==> config.mk <==
export PLATFORM = sky130hd
export DESIGN_NAME = uart_frame_deframer_crc16_core
export DESIGN_NICKNAME = d
export VERILOG_FILES = /design/src/hw/rtl/ufd_pkg.sv /design/src/hw/rtl/ufd_ctrl.sv /design/src/hw/rtl/ufd_dpath.sv /design/src/hw/rtl/uart_frame_deframer_crc16_core.sv
export SDC_FILE = /design/constraint.sdc
export NUM_CORES = 1
export LEC_CHECK = 0
export ABC_CLOCK_PERIOD_IN_PS = 5500
export BUFFER_PORTS_ARGS = -buffer_cell sky130_fd_sc_hd__buf_2
export CORE_MARGIN = 2
export CORE_UTILIZATION = 55
export DETAILED_ROUTE_END_ITERATION = 10
export GPL_ROUTABILITY_DRIVEN = 0
export GPL_TIMING_DRIVEN = 0
export PLACE_DENSITY = 0.72
export SYNTH_ARGS = -nofsm -noshare
export SYNTH_HDL_FRONTEND = slang
export SYNTH_SLANG_ARGS = --single-unit
==> constraint.sdc <==
create_clock -name clk_i -period 5.5 [get_ports clk_i]
set_input_delay 0 -clock clk_i [delete_from_list [all_inputs] [get_ports clk_i]]
set_output_delay 0 -clock clk_i [all_outputs]
set_load 0.1 [all_outputs]
==> src/hw/rtl/ufd_pkg.sv <==
// Shared types, codes and the CRC-16 byte step for the frame deframer.
// No dependencies; imported by every module of the block.
`default_nettype none

package ufd_pkg;

  localparam int unsigned MAX_PAYLOAD_DEF = 32;
  // payload count width, fixed by the payload_len field
  localparam int unsigned CNT_W = 6;
  localparam logic [15:0] LEN_OVERHEAD = 16'd2;

  localparam logic [7:0]  HEADER_RST = 8'hAA;
  localparam logic [7:0]  TAIL_RST   = 8'h55;
  localparam logic [15:0] POLY_RST   = 16'hA001;
  localparam logic [15:0] START_RST  = 16'hFFFF;

  typedef enum logic [1:0] {
    FN_BYTE    = 2'd0,
    FN_TIMEOUT = 2'd1,
    FN_RESET   = 2'd2
  } func_e;

  typedef enum logic [2:0] {
    ST_HEADER  = 3'd0,
    ST_PAYLOAD = 3'd1,
    ST_SYNC    = 3'd2,
    ST_LENGTH  = 3'd3,
    ST_TAIL    = 3'd4,
    ST_CRC     = 3'd5,
    ST_TIMEOUT = 3'd6
  } status_e;

  typedef enum logic [1:0] {
    CFG_HEADER = 2'd0,
    CFG_TAIL   = 2'd1,
    CFG_POLY   = 2'd2,
    CFG_START  = 2'd3
  } cfg_reg_e;

  typedef enum logic [3:0] {
    PS_IDLE,
    PS_LEN1,
    PS_LEN2,
    PS_CLASS,
    PS_CMD,
    PS_DATA,
    PS_CRC1,
    PS_CRC2,
    PS_TAIL,
    PS_DRAIN
  } parse_state_e;

  typedef struct packed {
    logic [1:0] func;
    logic [7:0] rx_byte;
  } ufd_in_t;

  typedef struct packed {
    logic [2:0]  status;
    logic [7:0]  frame_class;
    logic [7:0]  cmd_code;
    logic [5:0]  payload_len;
    logic [15:0] frame_crc;
    logic [7:0]  payload_byte;
    logic        last;
  } ufd_out_t;

  // controller -> datapath
  typedef struct packed {
    logic    clear_ctx;
    logic    cap_len_lo;
    logic    cap_len_hi;
    logic    cap_class;
    logic    cap_cmd;
    logic    cap_data;
    logic    cap_crc_lo;
    logic    cap_crc_hi;
    logic    out_load;
    status_e out_status;
    logic    drain_start;
    logic    drain_step;
  } ufd_cmd_t;

  // datapath -> controller
  typedef struct packed {
    logic out_free;
    logic hdr_match;
    logic tail_match;
    logic crc_match;
    logic len_ok;
    logic has_payload;
    logic data_last;
    logic drain_last;
  } ufd_sts_t;

  // reflected CRC-16, one byte, LSB first
  function automatic logic [15:0] crc16_byte(input logic [15:0] crc,
                                             input logic [7:0]  data,
                                             input logic [15:0] poly);
    logic [15:0] c;
    c = crc ^ {8'h00, data};
    for (int i = 0; i < 8; i++) begin
      c = c[0] ? ((c >> 1) ^ poly) : (c >> 1);
    end
    return c;
  endfunction

endpackage

`default_nettype wire

==> src/hw/rtl/ufd_ctrl.sv <==
// Parse controller: frame phase state machine and input back-pressure.
// Depends on ufd_pkg; drives the datapath through ufd_cmd_t.
`default_nettype none

module ufd_ctrl
  import ufd_pkg::*;
(
  input  logic     clk_i,
  input  logic     rst_ni,
  input  logic     in_valid_i,
  input  logic [1:0] in_func_i,
  input  ufd_sts_t sts_i,
  output logic     in_stall_o,
  output ufd_cmd_t cmd_o
);

  parse_state_e state_q, state_d;
  logic         accept;

  assign in_stall_o = (state_q == PS_DRAIN) || !sts_i.out_free;
  assign accept     = in_valid_i && !in_stall_o;

  always_ff @(posedge clk_i or negedge rst_ni) begin
    if (!rst_ni) begin
      state_q <= PS_IDLE;
    end else begin
      state_q <= state_d;
    end
  end

  // next state
  always_comb begin
    state_d = state_q;
    if (state_q == PS_DRAIN) begin
      if (sts_i.out_free && sts_i.drain_last) begin
        state_d = PS_IDLE;
      end
    end else if (accept) begin
      unique case (in_func_i)
        FN_RESET:   state_d = PS_IDLE;
        FN_TIMEOUT: state_d = PS_IDLE;
        FN_BYTE: begin
          unique case (state_q)
            PS_IDLE:  state_d = sts_i.hdr_match ? PS_LEN1 : PS_IDLE;
            PS_LEN1:  state_d = PS_LEN2;
            PS_LEN2:  state_d = sts_i.len_ok ? PS_CLASS : PS_IDLE;
            PS_CLASS: state_d = PS_CMD;
            PS_CMD:   state_d = sts_i.has_payload ? PS_DATA : PS_CRC1;
            PS_DATA:  state_d = sts_i.data_last ? PS_CRC1 : PS_DATA;
            PS_CRC1:  state_d = PS_CRC2;
            PS_CRC2:  state_d = PS_TAIL;
            PS_TAIL: begin
              if (sts_i.tail_match && sts_i.crc_match && sts_i.has_payload) begin
                state_d = PS_DRAIN;
              end else begin
                state_d = PS_IDLE;
              end
            end
            default:  state_d = PS_IDLE;
          endcase
        end
        default: ;
      endcase
    end
  end

  // datapath commands
  always_comb begin
    cmd_o = '0;
    if (state_q == PS_DRAIN) begin
      cmd_o.out_status = ST_PAYLOAD;
      cmd_o.out_load   = sts_i.out_free;
      cmd_o.drain_step = sts_i.out_free;
    end else if (accept) begin
      unique case (in_func_i)
        FN_RESET: cmd_o.clear_ctx = 1'b1;
        FN_TIMEOUT: begin
          // ignore a timeout between frames
          if (state_q != PS_IDLE) begin
            cmd_o.out_load   = 1'b1;
            cmd_o.out_status = ST_TIMEOUT;
          end
        end
        FN_BYTE: begin
          unique case (state_q)
            PS_IDLE: begin
              if (sts_i.hdr_match) begin
                cmd_o.clear_ctx = 1'b1;
              end else begin
                cmd_o.out_load   = 1'b1;
                cmd_o.out_status = ST_SYNC;
              end
            end
            PS_LEN1: cmd_o.cap_len_lo = 1'b1;
            PS_LEN2: begin
              cmd_o.cap_len_hi = 1'b1;
              if (!sts_i.len_ok) begin
                cmd_o.out_load   = 1'b1;
                cmd_o.out_status = ST_LENGTH;
              end
            end
            PS_CLASS: cmd_o.cap_class  = 1'b1;
            PS_CMD:   cmd_o.cap_cmd    = 1'b1;
            PS_DATA:  cmd_o.cap_data   = 1'b1;
            PS_CRC1:  cmd_o.cap_crc_lo = 1'b1;
            PS_CRC2:  cmd_o.cap_crc_hi = 1'b1;
            PS_TAIL: begin
              cmd_o.out_load = 1'b1;
              // tail is checked before the CRC
              priority if (!sts_i.tail_match) begin
                cmd_o.out_status = ST_TAIL;
              end else if (!sts_i.crc_match) begin
                cmd_o.out_status = ST_CRC;
              end else begin
                cmd_o.out_status  = ST_HEADER;
                cmd_o.drain_start = 1'b1;
              end
            end
            default: ;
          endcase
        end
        default: ;
      endcase
    end
  end

  a_load_needs_room: assert property (@(posedge clk_i) disable iff (!rst_ni)
    cmd_o.out_load |-> sts_i.out_free)
    else $error("result loaded while output register is occupied");

  a_drain_ends_idle: assert property (@(posedge clk_i) disable iff (!rst_ni)
    (state_q == PS_DRAIN && cmd_o.drain_step && sts_i.drain_last) |=> state_q == PS_IDLE)
    else $error("drain did not return to idle after last payload byte");

  a_data_has_payload: assert property (@(posedge clk_i) disable iff (!rst_ni)
    state_q == PS_DATA |-> sts_i.has_payload)
    else $error("payload phase entered for an empty frame");

endmodule

`default_nettype wire

==> src/hw/rtl/ufd_dpath.sv <==
// Datapath: configuration registers, frame context, running CRC, payload
// memory and the output register. Depends on ufd_pkg; driven by ufd_ctrl.
`default_nettype none

module ufd_dpath
  import ufd_pkg::*;
#(
  parameter int unsigned MAX_PAYLOAD = MAX_PAYLOAD_DEF
) (
  input  logic        clk_i,
  input  logic        rst_ni,
  input  logic [7:0]  rx_byte_i,
  input  ufd_cmd_t    cmd_i,
  output ufd_sts_t    sts_o,
  input  logic        cfg_valid_i,
  output logic        cfg_ready_o,
  input  logic [1:0]  cfg_index_i,
  input  logic [15:0] cfg_data_i,
  output logic        out_valid_o,
  input  logic        out_stall_i,
  output ufd_out_t    out_data_o
);

  localparam int unsigned AW = (MAX_PAYLOAD > 1) ? $clog2(MAX_PAYLOAD) : 1;
  localparam logic [15:0] LEN_MAX = 16'(MAX_PAYLOAD + 2);
  localparam logic [CNT_W-1:0] CNT_MAX = CNT_W'(MAX_PAYLOAD);

  logic [7:0]  header_q, tail_q;
  logic [15:0] poly_q, start_q;

  logic [7:0]       len_lo_q;
  logic [CNT_W-1:0] dlen_q;
  logic [CNT_W-1:0] cnt_q, cnt_d;
  logic [15:0]      crc_q, crc_d;
  logic [15:0]      rcv_crc_q;
  logic [7:0]       class_q, cmd_q;

  logic [7:0]       pay_mem_q [MAX_PAYLOAD];
  logic [7:0]       rd_data_q;
  logic [CNT_W-1:0] rd_ptr_q, rd_ptr_d;
  logic             rd_en;

  logic     out_valid_q;
  ufd_out_t out_data_q, out_d;
  logic [15:0] len_full;

  assign cfg_ready_o = 1'b1;

  always_ff @(posedge clk_i or negedge rst_ni) begin
    if (!rst_ni) begin
      header_q <= HEADER_RST;
      tail_q   <= TAIL_RST;
      poly_q   <= POLY_RST;
      start_q  <= START_RST;
    end else if (cfg_valid_i) begin
      unique case (cfg_index_i)
        CFG_HEADER: header_q <= cfg_data_i[7:0];
        CFG_TAIL:   tail_q   <= cfg_data_i[7:0];
        CFG_POLY:   poly_q   <= cfg_data_i;
        CFG_START:  start_q  <= cfg_data_i;
        default: ;
      endcase
    end
  end

  assign len_full = {rx_byte_i, len_lo_q};

  always_comb begin
    crc_d = crc_q;
    if (cmd_i.clear_ctx) begin
      crc_d = start_q;
    end else if (cmd_i.cap_class || cmd_i.cap_cmd || cmd_i.cap_data) begin
      crc_d = crc16_byte(crc_q, rx_byte_i, poly_q);
    end
  end

  always_comb begin
    cnt_d = cnt_q;
    if (cmd_i.clear_ctx || cmd_i.cap_cmd) begin
      cnt_d = '0;
    end else if (cmd_i.cap_data) begin
      cnt_d = cnt_q + CNT_W'(1);
    end
  end

  always_ff @(posedge clk_i or negedge rst_ni) begin
    if (!rst_ni) begin
      len_lo_q  <= '0;
      dlen_q    <= '0;
      cnt_q     <= '0;
      crc_q     <= START_RST;
      rcv_crc_q <= '0;
      class_q   <= '0;
      cmd_q     <= '0;
    end else begin
      cnt_q <= cnt_d;
      crc_q <= crc_d;
      if (cmd_i.clear_ctx) begin
        len_lo_q  <= '0;
        dlen_q    <= '0;
        rcv_crc_q <= '0;
        class_q   <= '0;
        cmd_q     <= '0;
      end else begin
        if (cmd_i.cap_len_lo) len_lo_q <= rx_byte_i;
        // only meaningful when the length passes its range check
        if (cmd_i.cap_len_hi) dlen_q <= CNT_W'(len_full - LEN_OVERHEAD);
        if (cmd_i.cap_class)  class_q <= rx_byte_i;
        if (cmd_i.cap_cmd)    cmd_q <= rx_byte_i;
        if (cmd_i.cap_crc_lo) rcv_crc_q[7:0] <= rx_byte_i;
        if (cmd_i.cap_crc_hi) rcv_crc_q[15:8] <= rx_byte_i;
      end
    end
  end

  // payload drain read pointer; data for the next result is read ahead into rd_data_q
  always_comb begin
    rd_ptr_d = rd_ptr_q;
    if (cmd_i.drain_start) begin
      rd_ptr_d = '0;
    end else if (cmd_i.drain_step) begin
      rd_ptr_d = rd_ptr_q + CNT_W'(1);
    end
  end

  assign rd_en = rd_ptr_d < CNT_MAX;

  always_ff @(posedge clk_i or negedge rst_ni) begin
    if (!rst_ni) begin
      rd_ptr_q <= '0;
    end else begin
      rd_ptr_q <= rd_ptr_d;
    end
  end

  always_ff @(posedge clk_i) begin
    if (cmd_i.cap_data) begin
      pay_mem_q[cnt_q[AW-1:0]] <= rx_byte_i;
    end
    if (rd_en) begin
      rd_data_q <= pay_mem_q[rd_ptr_d[AW-1:0]];
    end
  end

  assign sts_o.out_free    = !out_valid_q || !out_stall_i;
  assign sts_o.hdr_match   = rx_byte_i == header_q;
  assign sts_o.tail_match  = rx_byte_i == tail_q;
  assign sts_o.crc_match   = crc_q == rcv_crc_q;
  assign sts_o.len_ok      = (len_full >= LEN_OVERHEAD) && (len_full <= LEN_MAX);
  assign sts_o.has_payload = dlen_q != '0;
  assign sts_o.data_last   = (cnt_q + CNT_W'(1)) == dlen_q;
  assign sts_o.drain_last  = (rd_ptr_q + CNT_W'(1)) == cnt_q;

  always_comb begin
    out_d        = '0;
    out_d.status = cmd_i.out_status;
    unique case (cmd_i.out_status)
      ST_HEADER: begin
        out_d.frame_class = class_q;
        out_d.cmd_code    = cmd_q;
        out_d.payload_len = cnt_q;
        out_d.frame_crc   = rcv_crc_q;
        out_d.last        = cnt_q == '0;
      end
      ST_PAYLOAD: begin
        out_d.payload_byte = rd_data_q;
        out_d.last         = sts_o.drain_last;
      end
      default: out_d.last = 1'b1;
    endcase
  end

  always_ff @(posedge clk_i or negedge rst_ni) begin
    if (!rst_ni) begin
      out_valid_q <= 1'b0;
    end else if (cmd_i.out_load) begin
      out_valid_q <= 1'b1;
    end else if (!out_stall_i) begin
      out_valid_q <= 1'b0;
    end
  end

  always_ff @(posedge clk_i) begin
    if (cmd_i.out_load) begin
      out_data_q <= out_d;
    end
  end

  assign out_valid_o = out_valid_q;
  assign out_data_o  = out_data_q;

  a_cnt_bound: assert property (@(posedge clk_i) disable iff (!rst_ni)
    cnt_q <= CNT_MAX)
    else $error("payload count beyond store depth");

  a_write_in_frame: assert property (@(posedge clk_i) disable iff (!rst_ni)
    cmd_i.cap_data |-> cnt_q < dlen_q)
    else $error("payload write beyond frame length");

  a_drain_in_range: assert property (@(posedge clk_i) disable iff (!rst_ni)
    cmd_i.drain_step |-> rd_ptr_q < cnt_q)
    else $error("drain read beyond stored payload");

endmodule

`default_nettype wire

==> src/hw/rtl/uart_frame_deframer_crc16_core.sv <==
// A result is in the output register in the cycle after the input that causes it.
// Throughput: one input per cycle outside the payload drain while the output register is
// free or being taken. A good frame with N payload bytes gives N+1 results, one per
// cycle unless the output stalls; input waits during the drain (payload memory read port).
// Reset (rst_ni, async low) returns to idle and restores register defaults; no clear pass.
// Top level of the frame deframer; depends on ufd_pkg, ufd_ctrl and ufd_dpath.
`default_nettype none

module uart_frame_deframer_crc16_core
  import ufd_pkg::*;
#(
  parameter int unsigned MAX_PAYLOAD = MAX_PAYLOAD_DEF
) (
  input  logic        clk_i,
  input  logic        rst_ni,
  input  logic        in_valid_i,
  output logic        in_stall_o,
  input  ufd_in_t     in_data_i,
  output logic        out_valid_o,
  input  logic        out_stall_i,
  output ufd_out_t    out_data_o,
  input  logic        cfg_valid_i,
  output logic        cfg_ready_o,
  input  logic [1:0]  cfg_index_i,
  input  logic [15:0] cfg_data_i
);

  ufd_cmd_t cmd;
  ufd_sts_t sts;

  ufd_ctrl u_ctrl (
    .clk_i      (clk_i),
    .rst_ni     (rst_ni),
    .in_valid_i (in_valid_i),
    .in_func_i  (in_data_i.func),
    .sts_i      (sts),
    .in_stall_o (in_stall_o),
    .cmd_o      (cmd)
  );

  ufd_dpath #(
    .MAX_PAYLOAD (MAX_PAYLOAD)
  ) u_dpath (
    .clk_i       (clk_i),
    .rst_ni      (rst_ni),
    .rx_byte_i   (in_data_i.rx_byte),
    .cmd_i       (cmd),
    .sts_o       (sts),
    .cfg_valid_i (cfg_valid_i),
    .cfg_ready_o (cfg_ready_o),
    .cfg_index_i (cfg_index_i),
    .cfg_data_i  (cfg_data_i),
    .out_valid_o (out_valid_o),
    .out_stall_i (out_stall_i),
    .out_data_o  (out_data_o)
  );

endmodule

`default_nettype wire
# Yosys cells after proc, flatten, opt, wreduce, memory -nomap -nowiden
# Memory sizes are Yosys's and may differ from the RTL's. A register that Yosys moved wholly into a read port is not among the register bits.
# Cells that the tools add are included.
[word_totals]
out_inout_bits = 53
regBits = 177
inputBits = 33
elab_cells = 164
memories = 1
ram_bits = 256
[classes]
n_mux = 67
n_reduce_logical = 37
bitwise_logic = 9
magnitude_cmp = 3
add_sub_neg = 3
eq_ne = 22
[mem_list]
columns = ["name", "depth", "word_bits", "rd", "rd_ports_with_merged_regs", "write_ports", "line", "rtl"]
rows = [
  ["u_dpath.pay_mem_q", 32, 8, 1, 1, 1, "ufd_dpath.sv:38", "logic [7:0] pay_mem_q [MAX_PAYLOAD];"],
]
[op_table]
columns = ["operator", "n"]
rows = [
  ["$mux W16", 11],
  ["$xor A15 B16 Y16", 8],
  ["$mux W8", 9],
  ["$mux W6", 6],
  ["$pmux W4 S9", 1],
  ["$mux W4", 8],
  ["$mux W1", 20],
  ["$reduce_bool A2 Y1", 9],
  ["$eq A16 B16 Y1", 1],
  ["$eq A4 B3 Y1 const B", 4],
  ["$eq A8 B8 Y1", 2],
  ["$ge A16 B2 Y1 const B", 1],
  ["$le A16 B6 Y1 const B", 1],
  ["$pmux W4 S2", 2],
  ["$xor A16 B8 Y16", 1],
  ["$mux W13", 1],
  ["$add A6 B1 Y6 const B", 2],
  ["$eq A6 B6 Y1", 2],
  ["$pmux W4 S3", 1],
  ["$eq A4 B2 Y1 const B", 2],
  ["$eq A4 B4 Y1 const B", 2],
  ["$reduce_and A2 Y1", 4],
  ["$mux W7", 1],
  ["$eq A2 B2 Y1 const B", 3],
  ["other kinds (22)", 39],
]

# Depth between registers and ports, before layout
[logic_depth]
depth_word = 19
mapped_depth = 17
mapped_depth_nobuf = 13

# By module
# A second synthesis with hierarchy kept.
[unflattened]
hier_cells = 1844
hier_area_um2 = 21235.4
[by_module_without_submodules]
columns = ["module", "instances", "cells_each", "seq_area_each_um2", "area_each_um2"]
rows = [
  ["ufd_dpath", 1, 1768, 12560.8, 20658.6],
  ["ufd_ctrl", 1, 76, 100.1, 576.8],
]

# Least setup slack after synthesis
# Ideal clock, no wire load.
[synth_timing]
path_type = "flip-flop to flip-flop"
from = "reg u_dpath.poly_q[0]"
to = "reg u_dpath.crc_q[4]"
path_stages_with_launch = 15
required_time_ps = 5427
period_less_slack_ps = 3467
setup_ps = 73
path_buffers = 2
arrival_time_ps = 3394
path_slack_ps = 2033
cell_sequence = "dfstp_2 > clkbuf_1 > clkinv_1 > nor2_1 > a22oi_1 > and4_1 > nor3_2 > xnor3_1 > xnor2_2 > o211ai_2 > a31o_2 > buf_6 > nand3_2 > xnor3_1 > a21oi_1"
[synth_between]
elab_chain_len = 17
elab_cells_between_ends = 18
cone_classes = "mux (10); bitwise (8)"
[synth_rtl]
columns = ["element", "line", "rtl"]
rows = [
  ["from (decl)", "ufd_dpath.sv:29", "logic [15:0] poly_q, start_q;"],
  ["from (signal assigned)", "ufd_dpath.sv:59", "CFG_POLY: poly_q <= cfg_data_i;"],
  ["$xor A15 B16 Y16", "ufd_pkg.sv:103", "c = c[0] ? ((c >> 1) ^ poly) : (c >> 1);"],
  ["$mux W16 (2 in series)", "ufd_pkg.sv:103", ""],
  ["$xor A15 B16 Y16", "ufd_pkg.sv:103", ""],
  ["$mux W16", "ufd_pkg.sv:103", ""],
  ["$xor A15 B16 Y16", "ufd_pkg.sv:103", ""],
  ["$mux W16", "ufd_pkg.sv:103", ""],
  ["$xor A15 B16 Y16", "ufd_pkg.sv:103", ""],
  ["$mux W16", "ufd_pkg.sv:103", ""],
  ["$xor A15 B16 Y16", "ufd_pkg.sv:103", ""],
  ["$mux W16", "ufd_pkg.sv:103", ""],
  ["$xor A15 B16 Y16", "ufd_pkg.sv:103", ""],
  ["$mux W16 (*)", "ufd_pkg.sv:103", ""],
  ["$xor A15 B16 Y16", "ufd_pkg.sv:103", ""],
  ["$mux W16 (*)", "ufd_pkg.sv:103", ""],
  ["$mux W16 (*)", "ufd_dpath.sv:72", "end else if (cmd_i.cap_class || cmd_i.cap_cmd || cmd_i.cap_data) begin"],
  ["$mux W16 (*)", "ufd_dpath.sv:70", "if (cmd_i.clear_ctx) begin"],
  ["to (signal assigned)", "ufd_dpath.sv:97", "crc_q <= crc_d;"],
  ["to (decl)", "ufd_dpath.sv:34", "logic [15:0] crc_q, crc_d;"],
]
# Every way passes the cells marked *; elsewhere a longest branch is shown, timed or not. The select of a mux whose other input is x is not followed.
# A chain may end at the register's enable or synchronous reset.

# Worst setup path after layout
[layout_timing]
from = "reg u_ctrl.state_q[1]"
to = "reg u_dpath.rd_data_q[6] (read register of u_dpath.pay_mem_q) (data pin)"
[layout_between]
elab_chain_len = 8
elab_cells_between_ends = 13
cone_classes = "order compare (1); eq/ne (2); mux (7); reduce/logical (3)"
[layout_rtl]
columns = ["element", "line", "rtl"]
rows = [
  ["from (decl)", "ufd_ctrl.sv:17", "parse_state_e state_q, state_d;"],
  ["from (signal assigned)", "ufd_ctrl.sv:27", "state_q <= state_d;"],
  ["$eq A4 B4 Y1", "ufd_ctrl.sv:20, ufd_ctrl.sv:70", ""],
  ["$logic_or A1 B1 Y1", "ufd_ctrl.sv:20", "assign in_stall_o = (state_q == PS_DRAIN) || !sts_i.out_free;"],
  ["$logic_not A1 Y1", "ufd_ctrl.sv:21", "assign accept = in_valid_i && !in_stall_o;"],
  ["$logic_and A1 B1 Y1", "ufd_ctrl.sv:21", ""],
  ["$mux W13", "ufd_ctrl.sv:74", "end else if (accept) begin"],
  ["$mux W1", "ufd_ctrl.sv:70", "if (state_q == PS_DRAIN) begin"],
  ["$mux W6 (*)", "ufd_dpath.sv:119", "if (cmd_i.drain_start) begin"],
  ["named net u_dpath.rd_ptr_d[3]", "ufd_dpath.sv:40", "logic [CNT_W-1:0] rd_ptr_q, rd_ptr_d;"],
  ["$lt A6 B6 Y1", "ufd_dpath.sv:126", "assign rd_en = rd_ptr_d < CNT_MAX;"],
  ["to (decl)", "ufd_dpath.sv:39", "logic [7:0] rd_data_q;"],
]
# Mark *: on every way through the listed nets, which the timed path passes. The rest lies on a longest branch.

==> results.py <==
metrics = {
    "timing": {
        "period_minus_slack_ps": 4829,
        "final-max-slew-violation-count": 0,
        "setup_viol": 0,
        "rsz0062_at_grt": "no",
        "fin_crit_sh_pct": 87.80,
        "slew-limit-headroom_pct": 17.73,
        "max_clock_freq_mhz": 207.1,
        "hold_viol_final": 0,
        "tns_ps": 0,
        "worstMarginPinSlew_ps": 1231,
        "fin_skew_ps": 14.71,
    },
    "grt": {
        "grt_max_degree": 88,
        "antenna_found_initial": 1,
        "grt.overflow.total": 0,
        "grt_pass1_wl_mm": 81.79,
        "grt_pass1_vias": 14195,
        "track_usage_pct": 27.54,
    },
    "critical_path": {
        "required_ps": 5930,
        "start_kind": "flop",
        "cpMaxStageDelayCell": "clkbuf_1",
        "worstPathArrival_ps": 5260,
        "cp_slowest_stage_delay_ps": 560,
        "cp_cell_sequence": "nand2b_1, clkbuf_1, nor2_1, clkbuf_1, nand2_1, nor2_1, xor2_1, nand2b_1, clkbuf_1, inv_2, clkbuf_1, clkbuf_1, nand2_1, nand3_1, a21oi_1, o311ai_0, o21a_1",
        "path_max_fanout": 10,
        "path_class": "reg -> reg",
        "worst_setup_path_end_kind": "flop",
        "crit_path_frequent_cell": "clkbuf_1",
    },
    "floorplanning": {
        "core.rowCount": 71,
        "initial_core_util_pct": 55.78,
        "die_x_um": 199.2,
        "core_area_um2": 37580,
        "io_pins": 86,
        "die_area_um2": 39680,
        "dieHeight_um": 199.2,
    },
    "drt": {
        "wirelength_mm": 53.11,
        "via_per_inst": 5.895,
        "dr.pass1.iters": 6,
        "postRouteAntennaNets": 0,
        "drt_iter0_markers": 1304,
        "vias": 14361,
        "drc": 0,
        "wl_per_cell_um": 21.80,
    },
    "pwr": {
        "p_per_area_nw_per_um2": 493.7,
        "irDropWorstVdd_mv": 0.6870,
        "cellLeakagePower_nw": 8.782,
        "power_w": 0.01177,
    },
    "cells_and_area": {
        "n_fill_cell": 2831,
        "seq_area_um2": 12660,
        "final_nets": 1927,
        "drive_above_1_share_pct": 16.32,
        "area_growth_pct": 13.71,
        "multi_input_area_um2": 7777,
    },
    "synth": {
        "synth_area_per_cell_um2": 12.12,
        "synth_common_cells": "edfxtp_1 (314), nand2_1 (290), xnor2_1 (123), nor2_1 (96), clkbuf_1 (88)",
        "synth_edf_count": 314,
        "syn-num-nets": 1769,
        "ys_ff_latch": 441,
        "synth.most_common_cell": "edfxtp_1",
        "synth_area_leaders": "edfxtp_1 (45%), dfrtp_1 (10%), dfstp_2 (5.4%)",
        "ys_types": 80,
        "ys_async_sr_fraction_pct": 28.80,
        "syn_area_um2": 20960,
        "synth_area_leader_cell": "edfxtp_1",
        "synthFlopType": "edfxtp_1",
        "synthCells": 1729,
        "synth_top_area_share_pct": 44.99,
        "synth_seq_area_share_pct": 60.41,
        "yosysWarnings": 0,
    },
    "hold_path": {
        "hp-class": "in -> reg",
    },
    "placement": {
        "port_buffers": 84,
        "dp.final_hpwl_mm": 35.81,
    },
    "run_status": {
        "outcome": "finished clean",
    },
    "cts": {
        "cts_buffer_depth": 3,
        "postCtsSetupBuffers": 0,
        "cts_buffers": 45,
        "h-tree-depth": 2,
        "root_buffer": "clkbuf_16",
        "clkLatencyLatePin_ps": 570,
        "clk_pin_slew_ps": 60,
        "cts_tree": "built",
        "clkSinkCount": 441,
    },
    "flow_run": {
        "drv_cap": 0,
    },
}
## sequential cells by signal (all words and copies together), names as in the netlist
signal,flops
u_dpath.pay_mem_q,256
u_dpath.out_data_o,50
u_dpath.crc_q,16
u_dpath.poly_q,16
u_dpath.rcv_crc_q,16
u_dpath.start_q,16
u_dpath.class_q,8
u_dpath.cmd_q,8
u_dpath.header_q,8
u_dpath.len_lo_q,8
u_dpath.rd_data_q,8
u_dpath.tail_q,8
u_dpath.cnt_q,6
u_dpath.dlen_q,6
u_dpath.rd_ptr_q,6
u_ctrl.state_q,4
u_dpath.out_valid_o,1
## cell type report
type / count / area share, %
sequential: 441 / 53.12
clock inverter: 27 / 1.181
inverter: 17 / 0.2677
clock buffer: 57 / 5.134
multi-input combinational: 1159 / 32.63
antenna: 1 / 0.01050
timing repair buffer: 111 / 3.040
buffer: 112 / 1.927
tap: 511 / 2.683
## path summary, 6_finish.rpt
kind	from	endpoint	slack, ps	cells past startpoint
worst max-delay path	u_ctrl.state_q[1]$_DFFE_PN0P_	u_dpath.rd_data_q[6]$_DFFE_PN_	670	17
worst min-delay path	in_data_i[5]	u_dpath.pay_mem_q[23][5]$_DFFE_PP_	30	1
worst max register to register	u_ctrl.state_q[1]$_DFFE_PN0P_	u_dpath.rd_data_q[6]$_DFFE_PN_	670	17
worst min register to register	u_dpath.cmd_q[0]$_DFFE_PN0N_	u_dpath.cmd_q[0]$_DFFE_PN0N_	520	2
max in group asynchronous	rst_ni	u_dpath.poly_q[4]$_DFFE_PN0P_	4170	3
min in group asynchronous	rst_ni	u_dpath.poly_q[15]$_DFFE_PN1P_	160	2
## power breakdown
part / total, W / internal, W / switching, W
registers: 0.00391 / 0.00377 / 0.000136
clock network: 0.00313 / 0.00186 / 0.00127
logic: 0.00473 / 0.00228 / 0.00245
total: 0.0118 / 0.00791 / 0.00386
## through the flow
step	setup WS, ps	util [%]	std cells	area, um2	hold WS, ps
after floorplan	2033	-	1729	20960	-295.6
after global placement	568.4	58.60	2324	22020	279.9
after detailed placement	535.2	58.75	2326	22070	-53.18
after CTS	819.9	63.42	2435	23830	3.953
after global routing	336.5	63.42	2435	23830	32.95
final	670.7	63.42	2436	23830	31.51
## critical path, delay by kind of cell (launching register included)
kind            cells  cell delay, ps
compound gates      3             850
flops               1             440
simple gates        7            1110
xor+xnor            1             190
buf+inv             6            2110
## placed cells by master (no fill, tap or decap), types with 9 or more instances in the layout
cell / synthesis / layout
edfxtp_1: 314 / 314
nand2_1: 290 / 289
xnor2_1: 123 / 123
clkbuf_1: 88 / 97
nor2_1: 96 / 96
buf_2: 4 / 87
dfrtp_1: 84 / 84
and2_1: 66 / 66
mux2_2: 64 / 64
mux2i_1: 63 / 63
nand3_1: 61 / 61
a21oi_1: 50 / 50
clkbuf_16: 0 / 47
dfstp_2: 43 / 43
xor2_1: 29 / 29
dlygate4sd3_1: 0 / 25
a211oi_1: 23 / 23
a31oi_1: 21 / 21
o21ai_0: 20 / 20
nor3_1: 18 / 18
and3_1: 18 / 18
a311oi_1: 16 / 16
inv_1: 14 / 14
nor4_1: 14 / 14
o21a_1: 14 / 14
o22ai_1: 14 / 14
xnor3_1: 13 / 13
buf_1: 12 / 12
nand4_1: 11 / 11
clkinv_1: 1 / 11
o311ai_0: 9 / 9
## metal layers
metal  global-route usage, %  vias to the layer above  share of wire, %
met5                       0                        -                 0
met4                   8.568                        0               3.0
met3                   4.827                      114               7.8
met2                   46.32                      640                49
met1                   36.66                     7072                40
li1                        -                     6535                 -
## cells by family (layout without fill, tap and decap cells)
| group | after synthesis | count (layout) | share of synthesized area [%] |
|---|---|---|---|
| other | 1 | 2 | 0.01789 |
| DFF | 441 | 441 | 60.41 |
| muxes | 135 | 135 | 7.307 |
| xor gates and xnor gates | 172 | 172 | 8.346 |
| adders and majority gates | 7 | 7 | 0.4179 |
| and+or+nand+nor | 626 | 626 | 13.91 |
| buffers and inverters | 129 | 324 | 2.495 |
| AOI/OAI and AO/OA | 218 | 218 | 7.098 |
## repair_timing
action | CTS | global route
gates resized for setup | 0 | 0
hold buffers | 25 | 0
hold endpoints to repair | 165 | 0
Note: power is estimated with default switching activity, not from simulation.
